`src/rtl/assert_macros.svh`:
```
// Assertion macros shared by the slot remap RTL.
// Assertions compile only when SYNTHESIS is not defined; otherwise they expand to nothing.
`ifndef ASSERT_MACROS_SVH
`define ASSERT_MACROS_SVH

`ifndef SYNTHESIS
`define SWSR_ASSERT(label, clk, rst, prop, msg) \
   label: assert property (@(posedge clk) disable iff (rst) prop) else $error(msg);
`define SWSR_NEVER(label, clk, rst, cond, msg) \
   label: assert property (@(posedge clk) disable iff (rst) !(cond)) else $error(msg);
`else
`define SWSR_ASSERT(label, clk, rst, prop, msg)
`define SWSR_NEVER(label, clk, rst, cond, msg)
`endif

`endif

```
`src/rtl/swsr_pkg.sv`:
```
// Shared constants, types and helper functions for the sliding window slot remap unit.
// No dependencies.
package swsr_pkg;

   localparam int RADIUS       = 1;
   localparam int CHUNK_EDGE   = 16;   // power of two, 2..256
   localparam int SIDE         = 2 * RADIUS + 1;
   localparam int SLOTS        = SIDE * SIDE * SIDE;
   localparam int COORD_W      = 20;
   localparam int POS_W        = 32;
   localparam int FRAC_BITS    = 8;
   localparam int CHUNK_SHIFT  = FRAC_BITS + $clog2(CHUNK_EDGE);
   localparam int IDX_W        = $clog2(SLOTS + 1);
   localparam int OFS_W        = $clog2(SIDE + 1);
   localparam int SLOT_FIELD_W = 5;
   localparam int ORIGIN_W     = 3 * COORD_W;
   localparam int REQ_DATA_W   = 3 * POS_W;
   localparam int RSP_DATA_W   = 8 * ((SLOT_FIELD_W + ORIGIN_W + 7) / 8);

   // x in the low bits
   typedef struct packed {
      logic [COORD_W-1:0] z;
      logic [COORD_W-1:0] y;
      logic [COORD_W-1:0] x;
   } coord_type;

   typedef enum logic [1:0] {
      ST_IDLE,
      ST_MATCH,
      ST_DRAIN,
      ST_ASSIGN
   } fsm_state_type;

   // floor(pos / (256 * CHUNK_EDGE)) wrapped to COORD_W bits
   function automatic logic [COORD_W-1:0] to_chunk(input logic [POS_W-1:0] pos);
      logic signed [POS_W-1:0] q;
      q = $signed(pos) >>> CHUNK_SHIFT;
      return q[COORD_W-1:0];
   endfunction

   // lowest set bit index
   function automatic logic [IDX_W-1:0] lowest_set(input logic [SLOTS-1:0] v);
      logic [IDX_W-1:0] r;
      r = '0;
      for (int k = SLOTS - 1; k >= 0; k--) begin
         if (v[k]) r = IDX_W'(k);
      end
      return r;
   endfunction

endpackage

```
`src/rtl/swsr_ram.sv`:
```
// Generic simple dual-port RAM: one write port, one read port, registered read data.
// No dependencies.
module swsr_ram #(
   parameter int WIDTH = 8,
   parameter int DEPTH = 16
) (
   input  logic                                         clock,
   input  logic                                         wr_en,
   input  logic [((DEPTH > 1) ? $clog2(DEPTH) : 1)-1:0] wr_addr,
   input  logic [WIDTH-1:0]                             wr_data,
   input  logic                                         rd_en,
   input  logic [((DEPTH > 1) ? $clog2(DEPTH) : 1)-1:0] rd_addr,
   output logic [WIDTH-1:0]                             rd_data
);

   logic [WIDTH-1:0] mem [DEPTH];
   logic [WIDTH-1:0] rd_data_ff;

   always_ff @(posedge clock) begin
      if (wr_en) mem[wr_addr] <= wr_data;
      if (rd_en) rd_data_ff <= mem[rd_addr];
   end

   assign rd_data = rd_data_ff;

endmodule

```
`src/rtl/sliding_window_slot_remap_unit.sv`:
```
// Sliding window slot remap unit. Each request word carries a world position
// (three signed Q.8 values); the unit floors it to a chunk origin and keeps a
// cube of (2R+1)^3 slots, each tagged with a chunk coordinate, in a RAM. A word
// whose origin equals the current one (after the first word since reset)
// produces nothing. A new origin starts a recenter: every window position is
// compared against every slot, one position-slot pair per cycle through the
// RAM read port (SLOTS*SLOTS pairs, 729 at R=1), then a drain state, then one
// window position per cycle to hand each unmatched position the lowest free
// slot and emit a response word; an unmatched position waits while rsp_tready
// holds the output back. req_tready is high only between recenters. Response
// words carry the slot index and its new chunk coordinate; tlast marks the
// final word of a recenter.
// Depends on swsr_pkg, swsr_ram and assert_macros.svh.
`include "assert_macros.svh"

module sliding_window_slot_remap_unit (
   input  logic                             clock,
   input  logic                             reset,
   // req_tdata: pos_x [31:0], pos_y [63:32], pos_z [95:64]
   input  logic                             req_tvalid,
   output logic                             req_tready,
   input  logic [swsr_pkg::REQ_DATA_W-1:0]  req_tdata,
   // rsp_tdata: slot_index [4:0], chunk_x [24:5], chunk_y [44:25],
   //            chunk_z [64:45], zero fill [71:65]
   output logic                             rsp_tvalid,
   input  logic                             rsp_tready,
   output logic [swsr_pkg::RSP_DATA_W-1:0]  rsp_tdata,
   output logic                             rsp_tlast
);

   localparam int SLOTS   = swsr_pkg::SLOTS;
   localparam int IDX_W   = swsr_pkg::IDX_W;
   localparam int OFS_W   = swsr_pkg::OFS_W;
   localparam int COORD_W = swsr_pkg::COORD_W;
   localparam int POS_W   = swsr_pkg::POS_W;

   localparam logic [IDX_W-1:0]   LAST_IDX = IDX_W'(SLOTS - 1);
   localparam logic [OFS_W-1:0]   LAST_OFS = OFS_W'(swsr_pkg::SIDE - 1);
   localparam logic [COORD_W-1:0] RAD_C    = COORD_W'(swsr_pkg::RADIUS);

   // control state
   swsr_pkg::fsm_state_type state_ff, state_in;
   logic                    known_ff, known_in;
   swsr_pkg::coord_type     origin_ff, origin_in;
   logic [SLOTS-1:0]        valid_ff, valid_in;     // slot holds a chunk
   logic [SLOTS-1:0]        pending_ff, pending_in; // window position unmatched
   logic [SLOTS-1:0]        free_ff, free_in;       // slot unclaimed this recenter

   // window position walk (z innermost) and slot scan
   logic [IDX_W-1:0]        pos_ff, pos_in;
   logic [OFS_W-1:0]        dx_ff, dx_in, dy_ff, dy_in, dz_ff, dz_in;
   logic [IDX_W-1:0]        slot_ff, slot_in;

   // compare stage, lines up with the RAM read data
   logic                    cmp_valid_ff, cmp_valid_in;
   logic [IDX_W-1:0]        cmp_pos_ff, cmp_pos_in;
   logic [IDX_W-1:0]        cmp_slot_ff, cmp_slot_in;
   swsr_pkg::coord_type     cmp_win_ff, cmp_win_in;

   // output register
   logic                    rsp_valid_ff, rsp_valid_in;
   logic [IDX_W-1:0]        rsp_slot_ff, rsp_slot_in;
   swsr_pkg::coord_type     rsp_win_ff, rsp_win_in;
   logic                    rsp_last_ff, rsp_last_in;

   swsr_pkg::coord_type     win;
   swsr_pkg::coord_type     req_origin;
   swsr_pkg::coord_type     ram_rd_data;
   logic [IDX_W-1:0]        free_slot;
   logic                    assign_fire;
   logic                    req_fire;
   logic                    out_room;
   logic [SLOTS-1:0]        pending_upper;

   // current window coordinate, wraps at COORD_W bits
   assign win.x = origin_ff.x + COORD_W'(dx_ff) - RAD_C;
   assign win.y = origin_ff.y + COORD_W'(dy_ff) - RAD_C;
   assign win.z = origin_ff.z + COORD_W'(dz_ff) - RAD_C;

   assign req_origin.x = swsr_pkg::to_chunk(req_tdata[POS_W-1:0]);
   assign req_origin.y = swsr_pkg::to_chunk(req_tdata[2*POS_W-1:POS_W]);
   assign req_origin.z = swsr_pkg::to_chunk(req_tdata[3*POS_W-1:2*POS_W]);

   assign req_tready    = (state_ff == swsr_pkg::ST_IDLE);
   assign req_fire      = req_tvalid & req_tready;
   assign out_room      = ~rsp_valid_ff | rsp_tready;
   assign free_slot     = swsr_pkg::lowest_set(free_ff);
   assign pending_upper = (pending_ff >> pos_ff) >> 1;
   assign assign_fire   = (state_ff == swsr_pkg::ST_ASSIGN) & pending_ff[pos_ff] & out_room;

   swsr_ram #(
      .WIDTH (swsr_pkg::ORIGIN_W),
      .DEPTH (SLOTS)
   ) u_slot_ram (
      .clock   (clock),
      .wr_en   (assign_fire),
      .wr_addr (free_slot),
      .wr_data (win),
      .rd_en   (state_ff == swsr_pkg::ST_MATCH),
      .rd_addr (slot_ff),
      .rd_data (ram_rd_data)
   );

   always_comb begin
      logic advance;
      advance      = 1'b0;
      state_in     = state_ff;
      known_in     = known_ff;
      origin_in    = origin_ff;
      valid_in     = valid_ff;
      pending_in   = pending_ff;
      free_in      = free_ff;
      pos_in       = pos_ff;
      dx_in        = dx_ff;
      dy_in        = dy_ff;
      dz_in        = dz_ff;
      slot_in      = slot_ff;
      cmp_valid_in = 1'b0;
      cmp_pos_in   = pos_ff;
      cmp_slot_in  = slot_ff;
      cmp_win_in   = win;
      rsp_valid_in = rsp_valid_ff & ~rsp_tready;
      rsp_slot_in  = rsp_slot_ff;
      rsp_win_in   = rsp_win_ff;
      rsp_last_in  = rsp_last_ff;

      // compare stage: first valid slot matching a still-pending position
      if (cmp_valid_ff && valid_ff[cmp_slot_ff] && ram_rd_data == cmp_win_ff &&
          pending_ff[cmp_pos_ff]) begin
         pending_in[cmp_pos_ff] = 1'b0;
         free_in[cmp_slot_ff]   = 1'b0;
      end

      case (state_ff)
         swsr_pkg::ST_IDLE: begin
            if (req_fire && !(known_ff && req_origin == origin_ff)) begin
               origin_in  = req_origin;
               known_in   = 1'b1;
               pending_in = '1;
               free_in    = '1;
               state_in   = swsr_pkg::ST_MATCH;
            end
         end
         swsr_pkg::ST_MATCH: begin
            cmp_valid_in = 1'b1;
            if (slot_ff == LAST_IDX) begin
               slot_in = '0;
               advance = 1'b1;
            end else begin
               slot_in = IDX_W'(slot_ff + 1'b1);
            end
         end
         swsr_pkg::ST_DRAIN: begin
            state_in = swsr_pkg::ST_ASSIGN;
         end
         swsr_pkg::ST_ASSIGN: begin
            if (assign_fire) begin
               valid_in[free_slot]  = 1'b1;
               pending_in[pos_ff]   = 1'b0;
               free_in[free_slot]   = 1'b0;
               rsp_valid_in         = 1'b1;
               rsp_slot_in          = free_slot;
               rsp_win_in           = win;
               rsp_last_in          = (pending_upper == '0);
            end
            advance = ~pending_ff[pos_ff] | assign_fire;
         end
         default: begin
            state_in = swsr_pkg::ST_IDLE;
         end
      endcase

      // step to the next window position; wrap ends the current pass
      if (advance) begin
         if (pos_ff == LAST_IDX) begin
            pos_in   = '0;
            dx_in    = '0;
            dy_in    = '0;
            dz_in    = '0;
            state_in = (state_ff == swsr_pkg::ST_MATCH) ? swsr_pkg::ST_DRAIN
                                                        : swsr_pkg::ST_IDLE;
         end else begin
            pos_in = IDX_W'(pos_ff + 1'b1);
            if (dz_ff == LAST_OFS) begin
               dz_in = '0;
               if (dy_ff == LAST_OFS) begin
                  dy_in = '0;
                  dx_in = OFS_W'(dx_ff + 1'b1);
               end else begin
                  dy_in = OFS_W'(dy_ff + 1'b1);
               end
            end else begin
               dz_in = OFS_W'(dz_ff + 1'b1);
            end
         end
      end
   end

   always_ff @(posedge clock) begin
      if (reset) begin
         state_ff     <= swsr_pkg::ST_IDLE;
         known_ff     <= 1'b0;
         origin_ff    <= '0;
         valid_ff     <= '0;
         pending_ff   <= '0;
         free_ff      <= '0;
         pos_ff       <= '0;
         dx_ff        <= '0;
         dy_ff        <= '0;
         dz_ff        <= '0;
         slot_ff      <= '0;
         cmp_valid_ff <= 1'b0;
         rsp_valid_ff <= 1'b0;
      end else begin
         state_ff     <= state_in;
         known_ff     <= known_in;
         origin_ff    <= origin_in;
         valid_ff     <= valid_in;
         pending_ff   <= pending_in;
         free_ff      <= free_in;
         pos_ff       <= pos_in;
         dx_ff        <= dx_in;
         dy_ff        <= dy_in;
         dz_ff        <= dz_in;
         slot_ff      <= slot_in;
         cmp_valid_ff <= cmp_valid_in;
         rsp_valid_ff <= rsp_valid_in;
      end
   end

   // payload, no reset
   always_ff @(posedge clock) begin
      cmp_pos_ff  <= cmp_pos_in;
      cmp_slot_ff <= cmp_slot_in;
      cmp_win_ff  <= cmp_win_in;
      rsp_slot_ff <= rsp_slot_in;
      rsp_win_ff  <= rsp_win_in;
      rsp_last_ff <= rsp_last_in;
   end

   assign rsp_tvalid = rsp_valid_ff;
   assign rsp_tlast  = rsp_last_ff;
   assign rsp_tdata  = swsr_pkg::RSP_DATA_W'({rsp_win_ff,
                                              swsr_pkg::SLOT_FIELD_W'(rsp_slot_ff)});

   // every window position is placed by the end of a recenter
   `SWSR_ASSERT(a_idle_no_pending, clock, reset, (state_ff == swsr_pkg::ST_IDLE) |-> (pending_ff == '0), "pending positions left in idle")
   // matches and assignments always retire one position and one slot together
   `SWSR_ASSERT(a_pending_free_balance, clock, reset, (state_ff == swsr_pkg::ST_ASSIGN) |-> ($countones(pending_ff) == $countones(free_ff)), "pending and free counts differ")
   // compare results only arrive while matching or draining
   `SWSR_ASSERT(a_cmp_in_match, clock, reset, cmp_valid_ff |-> (state_ff == swsr_pkg::ST_MATCH || state_ff == swsr_pkg::ST_DRAIN), "compare stage active outside match")
   // a slot is only rewritten if it is still unclaimed
   `SWSR_NEVER(a_write_claimed_slot, clock, reset, assign_fire && !free_ff[free_slot], "write to a claimed slot")

endmodule
```
`config.mk`:
```
export PLATFORM = sky130hd
export DESIGN_NAME = sliding_window_slot_remap_unit
export DESIGN_NICKNAME = d
export VERILOG_FILES = /design/src/rtl/swsr_pkg.sv /design/src/rtl/swsr_ram.sv /design/src/rtl/sliding_window_slot_remap_unit.sv
export VERILOG_INCLUDE_DIRS = /design/src /design/src/rtl
export SDC_FILE = /design/constraint.sdc
export NUM_CORES = 2
export LEC_CHECK = 0
export BUFFER_PORTS_ARGS = -buffer_cell sky130_fd_sc_hd__buf_2
export CAP_MARGIN = 25
export CORE_ASPECT_RATIO = 1.4
export CORE_MARGIN = 2
export CORE_UTILIZATION = 60
export CTS_BUF_LIST = sky130_fd_sc_hd__clkbuf_8 sky130_fd_sc_hd__clkbuf_16
export DETAILED_ROUTE_END_ITERATION = 10
export PLACE_DENSITY = 0.77
export SYNTH_ARGS = -nofsm -noshare
export SYNTH_HDL_FRONTEND = slang
export SYNTH_SLANG_ARGS = --single-unit
```
`constraint.sdc`:
```
create_clock -name clock -period 8.6 [get_ports clock]
set_input_delay 1.72 -clock clock [delete_from_list [all_inputs] [get_ports clock]]
set_output_delay 1.72 -clock clock [all_outputs]
set_load 0.1 [all_outputs]
```
### Word-level counts from Yosys, hierarchy flattened

Memory sizes are Yosys's and may differ from the RTL's. A register that Yosys moved wholly into a read port is not among the register bits.
Cells that the tools add are included.

* register bits: 298
* memory bits (writable): 1620
* input port bits: 100
* logic and storage cells: 162
* memories: 1

Memories
* u_slot_ram.mem: depth 27, bits a word 60, read ports 1, clocked after memory_dff 1, wr ports 1, line swsr_ram.sv:16 `logic [WIDTH-1:0] mem [DEPTH];`

* $add $sub $neg: 11
* order comparisons: 8
* equality and inequality tests: 9
* shift operators: 1
* muxes and demuxes: 71
* bitwise operators: 18
* reductions and logical operators: 18

Operator list (count)
* two-way mux 27 bit: 6
* two-way mux 5 bit: 29
* == test 60 bit: 2
* bitwise AND 27 bit: 4
* NOT 27 bit: 4
* case mux 27 bit (2 select lines): 2
* adder 20 x 2 -> 20 bit: 3
* subtractor 20 x 1 -> 20 bit, second input constant: 3
* zero test 27 bit: 1
* bitwise OR 27 bit: 1
* right shift 27 x 5 -> 27 bit: 1
* less-than comparator 5 x 6 -> 1 bit, second input constant: 4
* two-way mux 2 bit: 12
* demux 1 bit (select 5 bit): 4
* >= comparator 5 x 1 -> 1 bit, second input constant: 4
* binary-select mux 1 bit (select 5 bit): 3
* two-way mux 1 bit: 13
* adder 5 x 1 -> 5 bit, second input constant: 2
* == test 5 bit, second input constant: 2
* logical AND 1 bit: 9
* == test 2 bit, second input constant: 4
* adder 2 x 1 -> 2 bit, second input constant: 3
* AND reduction 2 bit: 3
* bitwise AND 1 bit: 4
* other kinds (9): 13

### Depth between registers and ports, before layout

* depth in word-level cells: 35
* gate-level depth with buffers: 15
* mapped depth without buffers: 15

### By module

Synthesis repeated with hierarchy kept, for this count alone.

* cell total of the unflattened synthesis: 4118
* area, all modules: 79252.3 sq um

By module, submodules not included
* swsr_ram: times used 1, cells an instance 2440, area an instance 63415.8 sq um, seq. area each 50448.4 sq um
* sliding_window_slot_remap_unit: times used 1, cells an instance 1678, area an instance 15836.4 sq um, seq. area each 6626.4 sq um

### Worst setup path before layout

No wires, ideal clock.

* path kind: input port to flip-flop
* from: input rsp_tready
* to: memory u_slot_ram.mem[0][0] (netlist bit), enable pin
* library setup time: 0.480 ns
* arrival: 6.148 ns
* data required time: 8.120 ns
* slack: 1.972 ns
* stages on the path: 6
* buffers on the path: 1
* cells stage by stage: nand2b_1 -> and2_1 -> nor2b_1 -> buf_2 -> nand3_1 -> nor2_1

* word-level cells in the longest chain between the ends: 4

RTL lines
* start, declared: line sliding_window_slot_remap_unit.sv:26 `input logic rsp_tready,`
* bitwise OR 1 bit: line sliding_window_slot_remap_unit.sv:86 `assign out_room = ~rsp_valid_ff | rsp_tready;`
* bitwise AND 1 bit: line sliding_window_slot_remap_unit.sv:89 `assign assign_fire = (state_ff == swsr_pkg::ST_ASSIGN) & pending_ff[pos_ff] & out_room;`
* two-way mux 1 bit: line swsr_ram.sv:20 `if (wr_en) mem[wr_addr] <= wr_data;`
* two-way mux 1 bit (not written as such): line swsr_ram.sv:20
* end, declared: line swsr_ram.sv:16

Every way passes these cells.

### Final worst setup path

* from: register pos_ff[1], in the netlist cmp_pos_in[1]
* to: memory u_slot_ram.mem[6][7] (netlist bit), enable pin

* word-level cells in the longest chain between the ends: 6

RTL lines
* start, declared: line sliding_window_slot_remap_unit.sv:50 `logic [IDX_W-1:0] pos_ff, pos_in;`
* start signal, assigned: line sliding_window_slot_remap_unit.sv:221 `pos_ff <= pos_in;`
* binary-select mux 1 bit (select 5 bit): line sliding_window_slot_remap_unit.sv:89
* two-way mux 1 bit (not written as such): line sliding_window_slot_remap_unit.sv:89
* bitwise AND 1 bit (2 in a row): line sliding_window_slot_remap_unit.sv:89
* two-way mux 1 bit: line swsr_ram.sv:20
* two-way mux 1 bit (not written as such): line swsr_ram.sv:20

Every way passes these cells. The select of a mux whose other input is x is not followed.

==> flow_summary.ini <==
[floorplanning]
die_area_um2 = 134000
io_pins = 175
die_w_um = 310
die_h_um = 433
start_util_pct = 60.4
core-area_um2 = 131000
row_count = 157

[global_routing]
gr-total-overflow = 0
track_usage_pct = 30.2
grt_max_degree = 117
grt_pass1_wl_um = 286000
grt_pass1_vias = 41500
antenna_found_initial = 12

[place]
place_hpwl_um = 114000
place.gp.congestion = 0.935
place_area_um2 = 82800
port_buffers = 131

[setup_path]
reg2reg_depth = 11
end_kind = register
r2r_slack_ns = 3.34
worstReg2RegStart = cmp_pos_in[1]$_SDFFE_PP0P_
reg2reg_to = u_slot_ram.mem[6][7]$_DFFE_PP_
start_kind = register
path_class = register to register
worst-path-max-fanout = 54
cp.arrival_ns = 5.71
required_ns = 9.05

[clock_network]
cts.sinks = 1978
cts_buffers = 174
h-tree-depth = 4
cts_tree = yes
cts.clk_slew.worst_paths_ns = 0.07
clk_latency_ns = 0.83
root_buffer = clkbuf_16
clk_path_buf_depth = 3
holdBufCountCts = 0
cts_resized = 0
post-cts-setup-buffer-count = 0

[yosys]
ys_seq_elements = 1978
yosysSeqAreaShare_pct = 72.3
synthFlopType = edfxtp_1
netlist-cell-type-count = 81
synth_edf_count = 1746
postSynthCellCount = 4108
syn_area_um2 = 78900
async_flop_share_pct = 0
yosysWarnings = 0
avgSynthCellArea_um2 = 19.2

[timing]
max_freq_mhz = 190
finalHoldViolCount = 0
skew_ns = 0.0296
maxSlewHeadroom_pct = 26.7
worstMarginPinSlew_ns = 1.10
setup_viol = 0
rsz0062_at_grt = false
fin_crit_sh_pct = 61.2
fin_crit_ns = 5.26
slew_violations = 0
setup_tns_ns = 0

[min_path]
min_to = valid_ff[9]$_SDFFE_PP0P_
min_path_type = register to register
worst_hold_path.num_cells = 1
min_from = valid_ff[9]$_SDFFE_PP0P_

[route]
post-route-drc-count = 0
vias = 41300
vias_per_cell = 6.58
wl_per_cell_um = 31.7
drt_iter0_drc = 4960
postRouteAntennaNets = 0
drt-total-wl_um = 199000
first_pass_iters = 8

[power_and_ir_drop]
ir_drop_mv = 0.217
leakage_nw = 28.5
p_per_area_nw_per_um2 = 248

[finish]
drive_gt1_share_pct = 27.9
fin_nets = 4532
area.growth.synth_to_final_pct = 12.6
finish.instance_area_um2 = 88800

[run_status]
outcome = complete, no violations

[job]
max_cap_violations = 0
logic make-up (layout without fill, tap and decap cells):
group / Yosys count / count (layout) / synth area share [%]
AO/OA/AOI/OAI: 337 / 337 / 2.86
XOR/XNOR: 136 / 136 / 1.51
adder cells (fa/ha/maj): 73 / 73 / 1.19
buffers and inverters: 323 / 720 / 1.64
flip-flops: 1978 / 1978 / 72.3
multiplexers: 685 / 685 / 16.8
other: 1 / 13 / 0.00475
AND/OR/NAND/NOR: 575 / 575 / 3.64
report_power, final:
group	total (mW)	internal (mW)	switching, mW
Sequential	11.5	11.3	0.156
Clock	7.90	4.35	3.54
Combinational	2.66	0.978	1.68
Total	22.0	16.6	5.38
layout by cell type, fill, tap and decap left out, types with 37 or more instances in the layout:
master and instances:
a21oi_1 107, buf_2 130, buf_4 78, clkbuf_16 176, dfxtp_1 227, edfxtp_1 1746, ha_1 69, inv_1 166
mux2_2 125, mux2i_1 60, mux4_2 498, nand2_1 64, nand2b_1 37, nand4_1 41, nor2_1 188, nor3_1 46
o21ai_0 48, xnor2_1 60, xnor2_2 41
how the worst max path moves through the flow:
stage | from | slack (ns) | endpoint | cells after the start
detailed placement | rsp_tready | 2.66 | u_slot_ram.mem[6][3]$_DFFE_PP_ | 9
CTS | cmp_pos_in[1]$_SDFFE_PP0P_ | 3.30 | u_slot_ram.mem[6][7]$_DFFE_PP_ | 11
floorplan | rsp_tready | 1.97 | u_slot_ram.mem[0][0]$_DFFE_PP_ | 6
global placement | rsp_tready | 2.70 | u_slot_ram.mem[6][54]$_DFFE_PP_ | 9
finish | cmp_pos_in[1]$_SDFFE_PP0P_ | 3.34 | u_slot_ram.mem[6][7]$_DFFE_PP_ | 11
global route | cmp_pos_in[1]$_SDFFE_PP0P_ | 3.06 | u_slot_ram.mem[6][9]$_DFFE_PP_ | 11
state kept, by name, indices dropped and copies added, names as in the netlist, 27 cells and up:
name,flops
rsp_tdata,60
valid_ff,27
origin_ff,60
free_ff,27
u_slot_ram.mem,1620
pending_ff,27
u_slot_ram.rd_data,60
cmp_win_ff,60
final cells by class:
class | instances | area (um^2)
fill | 8060 | 41800
sequential | 1978 | 57100
inverter | 132 | 495
timing repair buffer | 260 | 2060
clock inverter | 137 | 1230
antenna | 6 | 15.0
clock buffer | 191 | 4610
multi-input combinational | 1813 | 21200
tap | 1749 | 2190
metrics by stage:
stage                     power (mW)  hold slack, ns  std cells  worst slack (ns)  util (%)
after floorplan                 13.2           0.329       4114              1.97         -
after global placement          14.1           0.439       5887              2.70      63.0
after detailed placement        14.3           0.446       5922              2.66      63.4
after CTS                       22.1           0.462       6250              3.30      67.9
after global routing            22.6           0.484       6261              3.06      68.0
final                           22.0           0.462       6266              3.34      68.0
worst max-delay path, stage by stage (launching register included):
cell and delay (ns):
dfxtp_1 0.35, buf_4 0.35, mux2_2 0.23, a21oi_1 0.07, o21ai_0 0.37, a311oi_2 0.25, nor2b_4 0.16, buf_4 0.76
nand3_1 0.82, nor2_4 0.24, buf_4 0.49, buf_4 0.71
Yosys cell counts, types with 12 or more instances:
| master | number | area share (%) |
|---|---|---|
| a211oi_1 | 23 | 0.22 |
| a21oi_1 | 108 | 0.69 |
| a31oi_1 | 12 | 0.095 |
| and3_1 | 15 | 0.12 |
| buf_1 | 47 | 0.22 |
| clkbuf_1 | 119 | 0.57 |
| dfxtp_1 | 232 | 5.9 |
| edfxtp_1 | 1746 | 66 |
| ha_1 | 70 | 1.1 |
| inv_1 | 130 | 0.62 |
| mux2_2 | 125 | 1.8 |
| mux2i_1 | 60 | 0.76 |
| mux4_2 | 498 | 14 |
| nand2_1 | 64 | 0.30 |
| nand2b_1 | 37 | 0.29 |
| nand3_1 | 35 | 0.22 |
| nand4_1 | 41 | 0.33 |
| nor2_1 | 217 | 1.0 |
| nor2b_1 | 24 | 0.19 |
| nor3_1 | 46 | 0.29 |
| nor4_1 | 22 | 0.17 |
| o211ai_1 | 12 | 0.11 |
| o21a_1 | 18 | 0.17 |
| o21ai_0 | 48 | 0.30 |
| o221ai_1 | 25 | 0.28 |
| o22ai_1 | 13 | 0.10 |
| or3_1 | 19 | 0.15 |
| xnor2_1 | 101 | 1.1 |
| xor2_1 | 35 | 0.39 |
per-layer routing:
metal / wire [um] / track usage [%] / part of all wire (%) / vias up
met4: 7320 / 11.1 / 3.7 / 16
met3: 17100 / 6.03 / 8.6 / 374
met2: 101000 / 49.9 / 51 / 2117
met5: 92 / 0 / 0.046 / -
li1: - / - / - / 17100
met1: 73700 / 40.0 / 37 / 21600
No activity file was read; power rests on OpenSTA's default activity.
